$ cat src/sv/arrs_pkg.sv
// ----------------------------------------------------------------------------
// arrs_pkg: shared constants and types for the register replica server
// Field widths, command and reply codes, configuration register indexes.
// ----------------------------------------------------------------------------
package arrs_pkg;

	localparam int CMD_W   = 2;
	localparam int CID_W   = 6;
	localparam int TS_W    = 32;
	localparam int VAL_W   = 32;
	localparam int OP_W    = 32;
	localparam int CNT_W   = 8;
	localparam int CFG_W   = 7;
	localparam int CFG_IDX_W = 2;

	localparam int MAX_CLIENTS_DEF = 64;

	// commands
	localparam logic [CMD_W-1:0] CMD_WRITE   = 2'd0;
	localparam logic [CMD_W-1:0] CMD_READ    = 2'd1;
	localparam logic [CMD_W-1:0] CMD_RELAY   = 2'd2;
	localparam logic [CMD_W-1:0] CMD_INVALID = 2'd3;

	// reply kinds
	localparam logic [CMD_W-1:0] KIND_WRITE_ACK = 2'd0;
	localparam logic [CMD_W-1:0] KIND_RELAY     = 2'd1;
	localparam logic [CMD_W-1:0] KIND_READ_ACK  = 2'd2;

	// configuration register indexes
	localparam logic [CFG_IDX_W-1:0] REG_NUM_CLIENTS  = 2'd0;
	localparam logic [CFG_IDX_W-1:0] REG_NUM_SERVERS  = 2'd1;
	localparam logic [CFG_IDX_W-1:0] REG_MAX_FAILURES = 2'd2;

	localparam logic [CNT_W-1:0] CNT_MAX = 8'd255;

	// one client table entry
	typedef struct packed {
		logic [OP_W-1:0]  last_op;
		logic [CNT_W-1:0] relay_cnt;
	} entry_t;

	localparam int ENTRY_W = OP_W + CNT_W;

endpackage

$ cat src/sv/atomic_register_replica_server.sv
// ----------------------------------------------------------------------------
// atomic_register_replica_server_core: replica of a quorum atomic register
// Keeps the timestamp/value pair and a per-client table of newest operation
// number and relay count; answers writes, reads and read relays.
// ----------------------------------------------------------------------------
//
//  channel   | handshake              | payload
//  ----------+------------------------+-----------------------------------------
//  command   | start, busy            | command, client_id, timestamp,
//            |                        | data_value, op_number
//  reply     | reply_strobe (1 cycle) | reply_kind, reply_timestamp, reply_value,
//            |                        | reply_client, reply_op
//  config    | cfg_we                 | cfg_index, cfg_wdata
//
// Flow: a word is taken when start is high and busy low. The table read is
// issued then and the word goes into the stage-1 registers; while it is there
// the entry comes back, a newer timestamp from a write or relay is adopted, a
// relay writes its entry back and the reply register is loaded. So busy is
// high for one cycle and no new word is taken until the table's
// read-modify-write is through. Reset sets the configuration (no clients,
// one server, no failures), clears the stored pair and one valid flop per
// table entry at once (an entry not yet written reads as zero): no clearing
// pass. Invalid commands and unknown clients are dropped on acceptance. The
// receiver cannot stall: each reply is shown for exactly one cycle.
//
module atomic_register_replica_server_core #(
	parameter int MAX_CLIENTS = arrs_pkg::MAX_CLIENTS_DEF
) (
	input  logic                          clk,
	input  logic                          arst_n,
	// command words
	input  logic                          start,
	output logic                          busy,
	input  logic [arrs_pkg::CMD_W-1:0]    command,
	input  logic [arrs_pkg::CID_W-1:0]    client_id,
	input  logic [arrs_pkg::TS_W-1:0]     timestamp,
	input  logic [arrs_pkg::VAL_W-1:0]    data_value,
	input  logic [arrs_pkg::OP_W-1:0]     op_number,
	// configuration
	input  logic                          cfg_we,
	input  logic [arrs_pkg::CFG_IDX_W-1:0] cfg_index,
	input  logic [arrs_pkg::CFG_W-1:0]    cfg_wdata,
	// replies
	output logic                          reply_strobe,
	output logic [arrs_pkg::CMD_W-1:0]    reply_kind,
	output logic [arrs_pkg::TS_W-1:0]     reply_timestamp,
	output logic [arrs_pkg::VAL_W-1:0]    reply_value,
	output logic [arrs_pkg::CID_W-1:0]    reply_client,
	output logic [arrs_pkg::OP_W-1:0]     reply_op
);

	import arrs_pkg::*;

	localparam int IDX_W = (MAX_CLIENTS > 1) ? $clog2(MAX_CLIENTS) : 1;
	localparam logic [8:0] MAX_C = 9'(MAX_CLIENTS);

	// configuration registers
	logic [CFG_W-1:0] num_clients_q;
	logic [CFG_W-1:0] num_servers_q;
	logic [CFG_W-1:0] max_failures_q;

	// stored pair
	logic [TS_W-1:0]  stored_ts_q;
	logic [VAL_W-1:0] stored_val_q;

	// per-entry valid flags for the client table
	logic [MAX_CLIENTS-1:0] entry_vld_q;

	// stage 1: table read in flight
	logic             valid_s1;
	logic [CMD_W-1:0] cmd_s1;
	logic [CID_W-1:0] cid_s1;
	logic [IDX_W-1:0] idx_s1;
	logic [TS_W-1:0]  ts_s1;
	logic [VAL_W-1:0] val_s1;
	logic [OP_W-1:0]  op_s1;

	// reply register
	logic             strobe_q;
	logic [CMD_W-1:0] kind_q;
	logic [TS_W-1:0]  rts_q;
	logic [VAL_W-1:0] rval_q;
	logic [CID_W-1:0] rcid_q;
	logic [OP_W-1:0]  rop_q;

	logic             accept;
	logic             known;
	logic [8:0]       cid_ext;
	logic [IDX_W-1:0] idx_in;

	entry_t           rd_entry;
	entry_t           cur;
	entry_t           nxt;
	logic             tab_we;
	logic             adopt;
	logic [TS_W-1:0]  new_ts;
	logic [VAL_W-1:0] new_val;
	logic [CFG_W:0]   quorum;
	logic             quorum_ok;
	logic             read_ack;
	logic [CNT_W-1:0] cnt_a;

	// ---- acceptance and filtering ----
	assign accept  = start && !busy;
	assign cid_ext = 9'(client_id);
	assign idx_in  = cid_ext[IDX_W-1:0];
	assign known   = (command != CMD_INVALID)
		&& ({1'b0, client_id} < num_clients_q)
		&& (cid_ext < MAX_C);
	assign busy    = valid_s1;

	// ---- client table ----
	arrs_ram #(
		.WIDTH (ENTRY_W),
		.DEPTH (MAX_CLIENTS)
	) u_table (
		.clk   (clk),
		.we    (tab_we),
		.waddr (idx_s1),
		.wdata (nxt),
		.re    (accept),
		.raddr (idx_in),
		.rdata (rd_entry)
	);

	// ---- update logic ----
	always_comb begin
		// never-written entry reads as zero
		cur = entry_vld_q[idx_s1] ? rd_entry : '0;

		// relay bookkeeping
		nxt = cur;
		if (cur.last_op < op_s1) begin
			nxt.last_op   = op_s1;
			nxt.relay_cnt = CNT_W'(1);
		end
		cnt_a = nxt.relay_cnt;
		if (nxt.last_op == op_s1 && cnt_a < CNT_MAX) begin
			cnt_a = cnt_a + CNT_W'(1);
		end
		nxt.relay_cnt = cnt_a;

		// quorum = servers - failures, signed
		quorum    = {1'b0, num_servers_q} - {1'b0, max_failures_q};
		quorum_ok = !quorum[CFG_W] && (quorum != '0);
		read_ack  = valid_s1 && (cmd_s1 == CMD_RELAY) && quorum_ok
			&& (cnt_a == CNT_W'(quorum[CFG_W-1:0]));
		if (read_ack) begin
			nxt.relay_cnt = CNT_W'(1);
		end

		tab_we = valid_s1 && (cmd_s1 == CMD_RELAY);

		// timestamp/value adoption on write and relay
		adopt   = valid_s1 && (cmd_s1 != CMD_READ) && (stored_ts_q < ts_s1);
		new_ts  = adopt ? ts_s1  : stored_ts_q;
		new_val = adopt ? val_s1 : stored_val_q;
	end

	// ---- control and state registers ----
	always_ff @(posedge clk or negedge arst_n) begin
		if (!arst_n) begin
			num_clients_q  <= '0;
			num_servers_q  <= CFG_W'(1);
			max_failures_q <= '0;
			stored_ts_q    <= '0;
			stored_val_q   <= '0;
			entry_vld_q    <= '0;
			valid_s1       <= 1'b0;
			strobe_q       <= 1'b0;
		end else begin
			if (cfg_we) begin
				case (cfg_index)
					REG_NUM_CLIENTS:  num_clients_q  <= cfg_wdata;
					REG_NUM_SERVERS:  num_servers_q  <= cfg_wdata;
					REG_MAX_FAILURES: max_failures_q <= cfg_wdata;
					default: ;
				endcase
			end
			valid_s1 <= accept && known;
			if (adopt) begin
				stored_ts_q  <= ts_s1;
				stored_val_q <= val_s1;
			end
			if (tab_we) begin
				entry_vld_q[idx_s1] <= 1'b1;
			end
			strobe_q <= valid_s1 && (cmd_s1 != CMD_RELAY || read_ack);
		end
	end

	// ---- payload registers ----
	always_ff @(posedge clk) begin
		if (accept) begin
			cmd_s1 <= command;
			cid_s1 <= client_id;
			idx_s1 <= idx_in;
			ts_s1  <= timestamp;
			val_s1 <= data_value;
			op_s1  <= op_number;
		end
		if (valid_s1) begin
			rts_q  <= new_ts;
			rval_q <= new_val;
			rcid_q <= cid_s1;
			case (cmd_s1)
				CMD_WRITE: begin
					kind_q <= KIND_WRITE_ACK;
					rop_q  <= '0;
				end
				CMD_READ: begin
					kind_q <= KIND_RELAY;
					rop_q  <= op_s1;
				end
				default: begin
					kind_q <= KIND_READ_ACK;
					rop_q  <= op_s1;
				end
			endcase
		end
	end

	assign reply_strobe    = strobe_q;
	assign reply_kind      = kind_q;
	assign reply_timestamp = rts_q;
	assign reply_value     = rval_q;
	assign reply_client    = rcid_q;
	assign reply_op        = rop_q;

	// ---- assertions ----
	a_busy_one_cycle: assert property (@(posedge clk) disable iff (!arst_n)
		busy |=> !busy)
		else $error("busy held for more than one cycle");

	a_strobe_after_busy: assert property (@(posedge clk) disable iff (!arst_n)
		reply_strobe |-> $past(busy))
		else $error("reply without a word in flight");

	a_kind_legal: assert property (@(posedge clk) disable iff (!arst_n)
		reply_strobe |-> (reply_kind == KIND_WRITE_ACK || reply_kind == KIND_RELAY
			|| reply_kind == KIND_READ_ACK))
		else $error("illegal reply kind");

	a_known_enters: assert property (@(posedge clk) disable iff (!arst_n)
		(accept && known) |=> busy)
		else $error("accepted word did not enter the table stage");

	a_write_always_acked: assert property (@(posedge clk) disable iff (!arst_n)
		(valid_s1 && cmd_s1 != CMD_RELAY) |=> reply_strobe)
		else $error("write or read gave no reply");

endmodule

$ cat src/sv/arrs_ram.sv
// ----------------------------------------------------------------------------
// arrs_ram: generic single-clock RAM
// One write port, one read port, read data registered.
// ----------------------------------------------------------------------------
module arrs_ram #(
	parameter int WIDTH = 8,
	parameter int DEPTH = 64,
	localparam int AW = (DEPTH > 1) ? $clog2(DEPTH) : 1
) (
	input  logic             clk,
	input  logic             we,
	input  logic [AW-1:0]    waddr,
	input  logic [WIDTH-1:0] wdata,
	input  logic             re,
	input  logic [AW-1:0]    raddr,
	output logic [WIDTH-1:0] rdata
);

	logic [WIDTH-1:0] mem [DEPTH];
	logic [WIDTH-1:0] rdata_q;

	always_ff @(posedge clk) begin
		if (we) begin
			mem[waddr] <= wdata;
		end
		if (re) begin
			rdata_q <= mem[raddr];
		end
	end

	assign rdata = rdata_q;

endmodule
$ cat config.mk
export PLATFORM = sky130hd
export DESIGN_NAME = atomic_register_replica_server_core
export DESIGN_NICKNAME = d
export VERILOG_FILES = /design/src/sv/arrs_pkg.sv /design/src/sv/atomic_register_replica_server.sv /design/src/sv/arrs_ram.sv
export SDC_FILE = /design/constraint.sdc
export NUM_CORES = 2
export LEC_CHECK = 0
export BUFFER_PORTS_ARGS = -buffer_cell sky130_fd_sc_hd__clkbuf_2
export CAP_MARGIN = 20
export CORE_ASPECT_RATIO = 1.5
export CORE_MARGIN = 1.5
export CORE_UTILIZATION = 27
export DETAILED_ROUTE_END_ITERATION = 8
export GPL_ROUTABILITY_DRIVEN = 0
export GPL_TIMING_DRIVEN = 0
export RECOVER_POWER = 100
export SETUP_SLACK_MARGIN = 0.1
export SYNTH_ARGS = -nofsm -noshare
export SYNTH_HDL_FRONTEND = slang
export SYNTH_SLANG_ARGS = --single-unit
$ cat constraint.sdc
create_clock -name clk -period 13.25 [get_ports clk]
set_input_delay 1.325 -clock clk [delete_from_list [all_inputs] [get_ports clk]]
set_output_delay 1.325 -clock clk [all_outputs]
set_load 0.03 [all_outputs]
# Word-level counts from Yosys, hierarchy flattened
# Memories as Yosys holds them, arrays and structs flattened. A register that Yosys moved wholly into a read port is not among the register bits.
# Cells that the tools add are included.
dict set report classes {
  n_reduce_logical 22
  n_bitwise 1
  n_addsub 2
  n_eq_ne 9
  order_cmp 7
  muxes 13
}
# cell n
set op_table {}
lappend op_table {{$mux W40} 2}
lappend op_table {{$lt A32 B32 Y1} 2}
lappend op_table {{$mux W32} 2}
lappend op_table {{$or A64 B64 Y64} 1}
lappend op_table {{$eq A32 B32 Y1} 1}
lappend op_table {{$mux W8} 2}
lappend op_table {{$lt A6 B7 Y1 const B} 2}
lappend op_table {{$logic_and A1 B1 Y1} 13}
lappend op_table {{$add A8 B1 Y8 const B} 1}
lappend op_table {{$eq A8 B7 Y1} 1}
lappend op_table {{$lt A8 B8 Y1 const B} 1}
lappend op_table {{$reduce_bool A8 Y1} 1}
lappend op_table {{$sub A7 B7 Y8} 1}
lappend op_table {{$lt A6 B7 Y1} 1}
lappend op_table {{$bmux W1 S6} 1}
lappend op_table {{$demux W1 S6} 1}
lappend op_table {{$ge A6 B1 Y1 const B} 1}
lappend op_table {{$reduce_and A2 Y1} 3}
lappend op_table {{$eq A2 B1 Y1 const B} 2}
lappend op_table {{$eq A2 B2 Y1 const B} 2}
lappend op_table {{$logic_not A2 Y1} 2}
lappend op_table {{$mux W1} 4}
lappend op_table {{$ne A2 B2 Y1 const B} 2}
lappend op_table {{$pmux W2 S2} 1}
lappend op_table {{3 further kinds} 4}
dict set report totals {
  elab_cells 73
  mem_bits_rw 2560
  memories 1
  in_bits 117
  out_inout_bits 106
  register_bits 359
}
# name words word_bits rd rd_clocked_by_memory_dff wr line
set mem_list {}
lappend mem_list {u_table.mem 64 40 1 1 1 arrs_ram.sv:19} ;# logic [WIDTH-1:0] mem [DEPTH];

# Logic depth before layout (Yosys ltp)
dict set report logic_depth {
  ltp_word 12
  ltp_mapped 34
}

# By module
# From an unflattened synthesis, not the netlist that was laid out.
dict set report unflattened {
  hier_cells 5472
  area_unflattened_um2 114656.2
}
# mod area_per_inst_um2 seq_area_each_um2 cells_per_inst instances
set modules_own_cells {}
lappend modules_own_cells {arrs_ram 98236.7 78074.9 4195 1}
lappend modules_own_cells {atomic_register_replica_server_core 16419.5 10025.9 1277 1}

# Worst setup path before layout
# OpenSTA, ideal clock, no wires.
dict set report synth_timing {
  kind {register to register}
  startpoint {register idx_s1[4]}
  endpoint {memory u_table.mem[0][3] in the netlist's numbering (data pin)}
  n_path_buf 6
  stages_incl_launch_ff 33
  arrival_time_ns 10.172
  setup_slack_ns 2.530
  required_time_ns 12.701
  setup_ns 0.549
  path_cell_list {edfxtp_1 > buf_6 > or3b_1 > buf_6 > a211oi_1 > or4_1 > or4_1 > buf_2 > or3_1 > clkbuf_1 > clkbuf_1 > and2_1 > ha_1 > nand3_1 > nor4_1 > o221ai_1 > o21ai_0 > nor3_1 > nor2_1 > clkbuf_1 > and2_1 > ha_1 > and3_1 > and3_1 > a311oi_1 > nand4_1 > o21ai_0 > and4bb_4 > nand3_1 > mux2i_1 > a311o_1 > a2111oi_4 > a21oi_1}
}
# item line
set synth_rtl {}
lappend synth_rtl {{start: declaration} atomic_register_replica_server.sv:73} ;# logic [IDX_W-1:0] idx_s1;
lappend synth_rtl {{start signal: assignment} atomic_register_replica_server.sv:197} ;# idx_s1 <= idx_in;
lappend synth_rtl {{end: declaration} arrs_ram.sv:19}

==> flow_summary_export.csv <==
group,metric,value,unit
outcome,status,"complete, but fails checks",
outcome,violations,"capacitance limit, slew limit",
cts,cts_max_path_buffers,4,
timing,fin_ws,0.699,ns
timing,fin_skew,0.0825,ns
synth,syn_nets,5436,
cells_and_area,final_common_cell,"edfxtp_1",
cts,cts_max_level,4,
grt,grt_pass1_vias,59800,
cts,cts_setup_buffers,0,
routing,ant_nets,0,
place,port_buffers,222,
timing,relSlewSlack,-2.12,
setup_path,required,13.98,ns
grt,grt_pass1_wl,441000,µm
routing,via_per_inst,4.87,
synth,ys_seq_area_frac,0.762,
routing,avgRoutedWirePerCell,26.8,µm
timing,grt_setup_unrepaired,"false",
setup_path,cp.arrival,13.28,ns
synth,async_reset_ff_frac,0.0510,
cells_and_area,drive_gt1_frac,0.242,
floorplanning,die_area,432000,µm²
grt,grt_overflow_total,0,
synth,synth_flop_cell,"edfxtp_1",
place,post-dp-hpwl,219000,µm
cells_and_area,fin_util,0.312,
timing,period_needed,12.55,ns
timing,tightest_slew,4.68,ns
cts,ctsResizeCount,0,
setup_path,slowest_delay,1.02,ns
floorplanning,core,427000,µm²
grt,antenna_found_initial,29,
floorplanning,die_h,804,µm
synth,yosysWarnings,0,
floorplanning,start_util,0.271,
cts,root_buffer,"clkbuf_16",
routing,drt_iter0_drc,5693,
cts,clk_latency,0.96,ns
synth,ys_types,68,
floorplanning,ios,223,
synth,syn_area_per_cell,22.0,µm²
floorplanning,placementRows,294,
grt,grt_max_degree,80,
synth,syn_area,116000,µm²
cells_and_area,nNetsFinal,6116,
grt,grt_usage,0.142,
timing,fin_hold_ws,0.461,ns
routing,routed-via-count,57300,
cts,cts_buffers,244,
timing,slew_violations,4665,
routing,route.detailed.drc,0,
cts,clk_pin_slew,0.07,ns
power_and_ir_drop,irDropWorstVdd,145,µV
floorplanning,die_x,537,µm
setup_path,endpoint_kind,"register",
setup_path,path_common_cell,"clkbuf_1",
cells_and_area,mostFrequentLayoutCells,"edfxtp_1 (2808), mux4_2 (837), clkbuf_1 (546)",
synth,synth-edff-count,2808,
routing,routed_wl,315000,µm
cts,cts_sinks,2959,
synth,ys_seq_elements,2959,
place,place_ws,0.953,ns
setup_path,crit_slowest_cell,"a21oi_4",
cells_and_area,syn2layout_area_growth,15.3,%
setup_path,worst-path-max-fanout,35,
setup_path,critPathKind,"register to register",
power_and_ir_drop,p_leak,41.6,nW
cts,cts_tree,"built",
timing,max_freq,79.7,MHz
routing,firstDrtPassIters,7,
timing,setup_viol,0,
setup_path,cp-start-kind,"register",
timing,fin_crit_sh,0.947,
hold_path,holdCritPathClass,"register to register",
synth,syn_inst,5243,
cts,postCtsHoldBufs,0,
job,maxCapViolCount,163,
power_and_ir_drop,power_density,153,nW/µm²
timing,hold_viol_final,0,
==> layer usage <==
metal  wire (µm)  up-vias  global-route usage
met5         121        -                   0
met4       17000       18              0.0696
met3       19500      666              0.0187
met2      171000     2367               0.268
met1      108000    30800               0.153
li1            -    23400                   -
==> registers in the layout, indices dropped and copies added, names as in the netlist, 32 cells and up <==
| signal | count |
|---|---|
| stored_ts_q | 32 |
| op_s1 | 32 |
| u_table.rdata | 40 |
| reply_value | 32 |
| ts_s1 | 32 |
| val_s1 | 32 |
| reply_timestamp | 32 |
| reply_op | 32 |
| stored_val_q | 32 |
| entry_vld_q | 64 |
| u_table.mem | 2560 |
==> final cells by class <==
type,count,area (µm²)
multi-input cells,1912,26200
plain buffers,287,1120
clock inverters,159,1740
well taps,5624,7040
diodes,15,37.5
inverters,85,319
fillers,40700,293000
clock buffers,284,6340
repair buffers,434,2380
flip-flops and latches,2959,88100
==> cell families after synthesis <==
family	Yosys count	synth area share
flip-flops	2959	0.762
multiplexers	918	0.171
AO/OA/AOI/OAI	295	0.0171
adder cells (fa/ha/maj)	76	0.00829
XOR/XNOR	11	0.000833
AND/OR/NAND/NOR	612	0.0285
buffers and inverters	372	0.0123
==> metrics by stage <==
step	instances	power, mW	setup TNS, ns	cell area (µm²)
final	11800	20.4	0	133000
after global placement	11100	13.0	-2811.90	124000
after detailed placement	11300	13.1	0	128000
after CTS	11700	20.5	0	136000
after floorplan	5243	12.3	0	116000
after global routing	11800	20.9	0	133000
==> worst paths after layout <==
path,start,endpoint,slack [ns],cells past startpoint
max in group asynchronous,arst_n,entry_vld_q[30],5.19,2
max,idx_s1[1],u_table.mem[29][1],0.70,33
min reg2reg,entry_vld_q[42],entry_vld_q[42],0.46,1
min in group asynchronous,arst_n,num_clients_q[1],1.93,1
min,entry_vld_q[42],entry_vld_q[42],0.46,1
max reg2reg,idx_s1[1],u_table.mem[29][1],0.70,33
==> power breakdown <==
part           switching (mW)  internal (mW)  total, mW  leakage [nW]
Combinational            1.38          0.618       2.00          10.3
Sequential              0.175           10.8       10.9          27.3
Clock                    3.36           4.07       7.44          3.92
Total                    4.92           15.4       20.4          41.6
==> cell usage after synthesis, types with 16 or more instances <==
cell	count	area, µm²
nand3_1	90	450
dfrtp_1	150	3750
mux2_2	61	687
nor4_1	17	106
o211ai_1	66	495
mux2i_1	19	190
mux4_2	837	18900
and2_1	32	200
a21o_1	24	180
ha_1	75	938
clkbuf_1	205	769
o22ai_1	16	100
nor2_1	117	439
buf_1	69	259
nor2b_1	24	150
a21oi_1	92	460
nor3_1	41	205
nand4_1	79	494
inv_1	85	319
nand2_1	53	199
and3_1	42	263
o21ai_0	31	155
or2_2	70	438
edfxtp_1	2808	84300
==> critical path: cells and delay by family, from the launching register on <==
family / cells / cell delay [ns]
buffers and inverters: 8 / 2.82
DFF: 1 / 0.54
adders and majority gates: 2 / 0.56
and+or+nand+nor: 13 / 4.24
AOI/OAI and AO/OA: 8 / 3.30
muxes: 2 / 0.83
(Power assumes the default switching activity.)
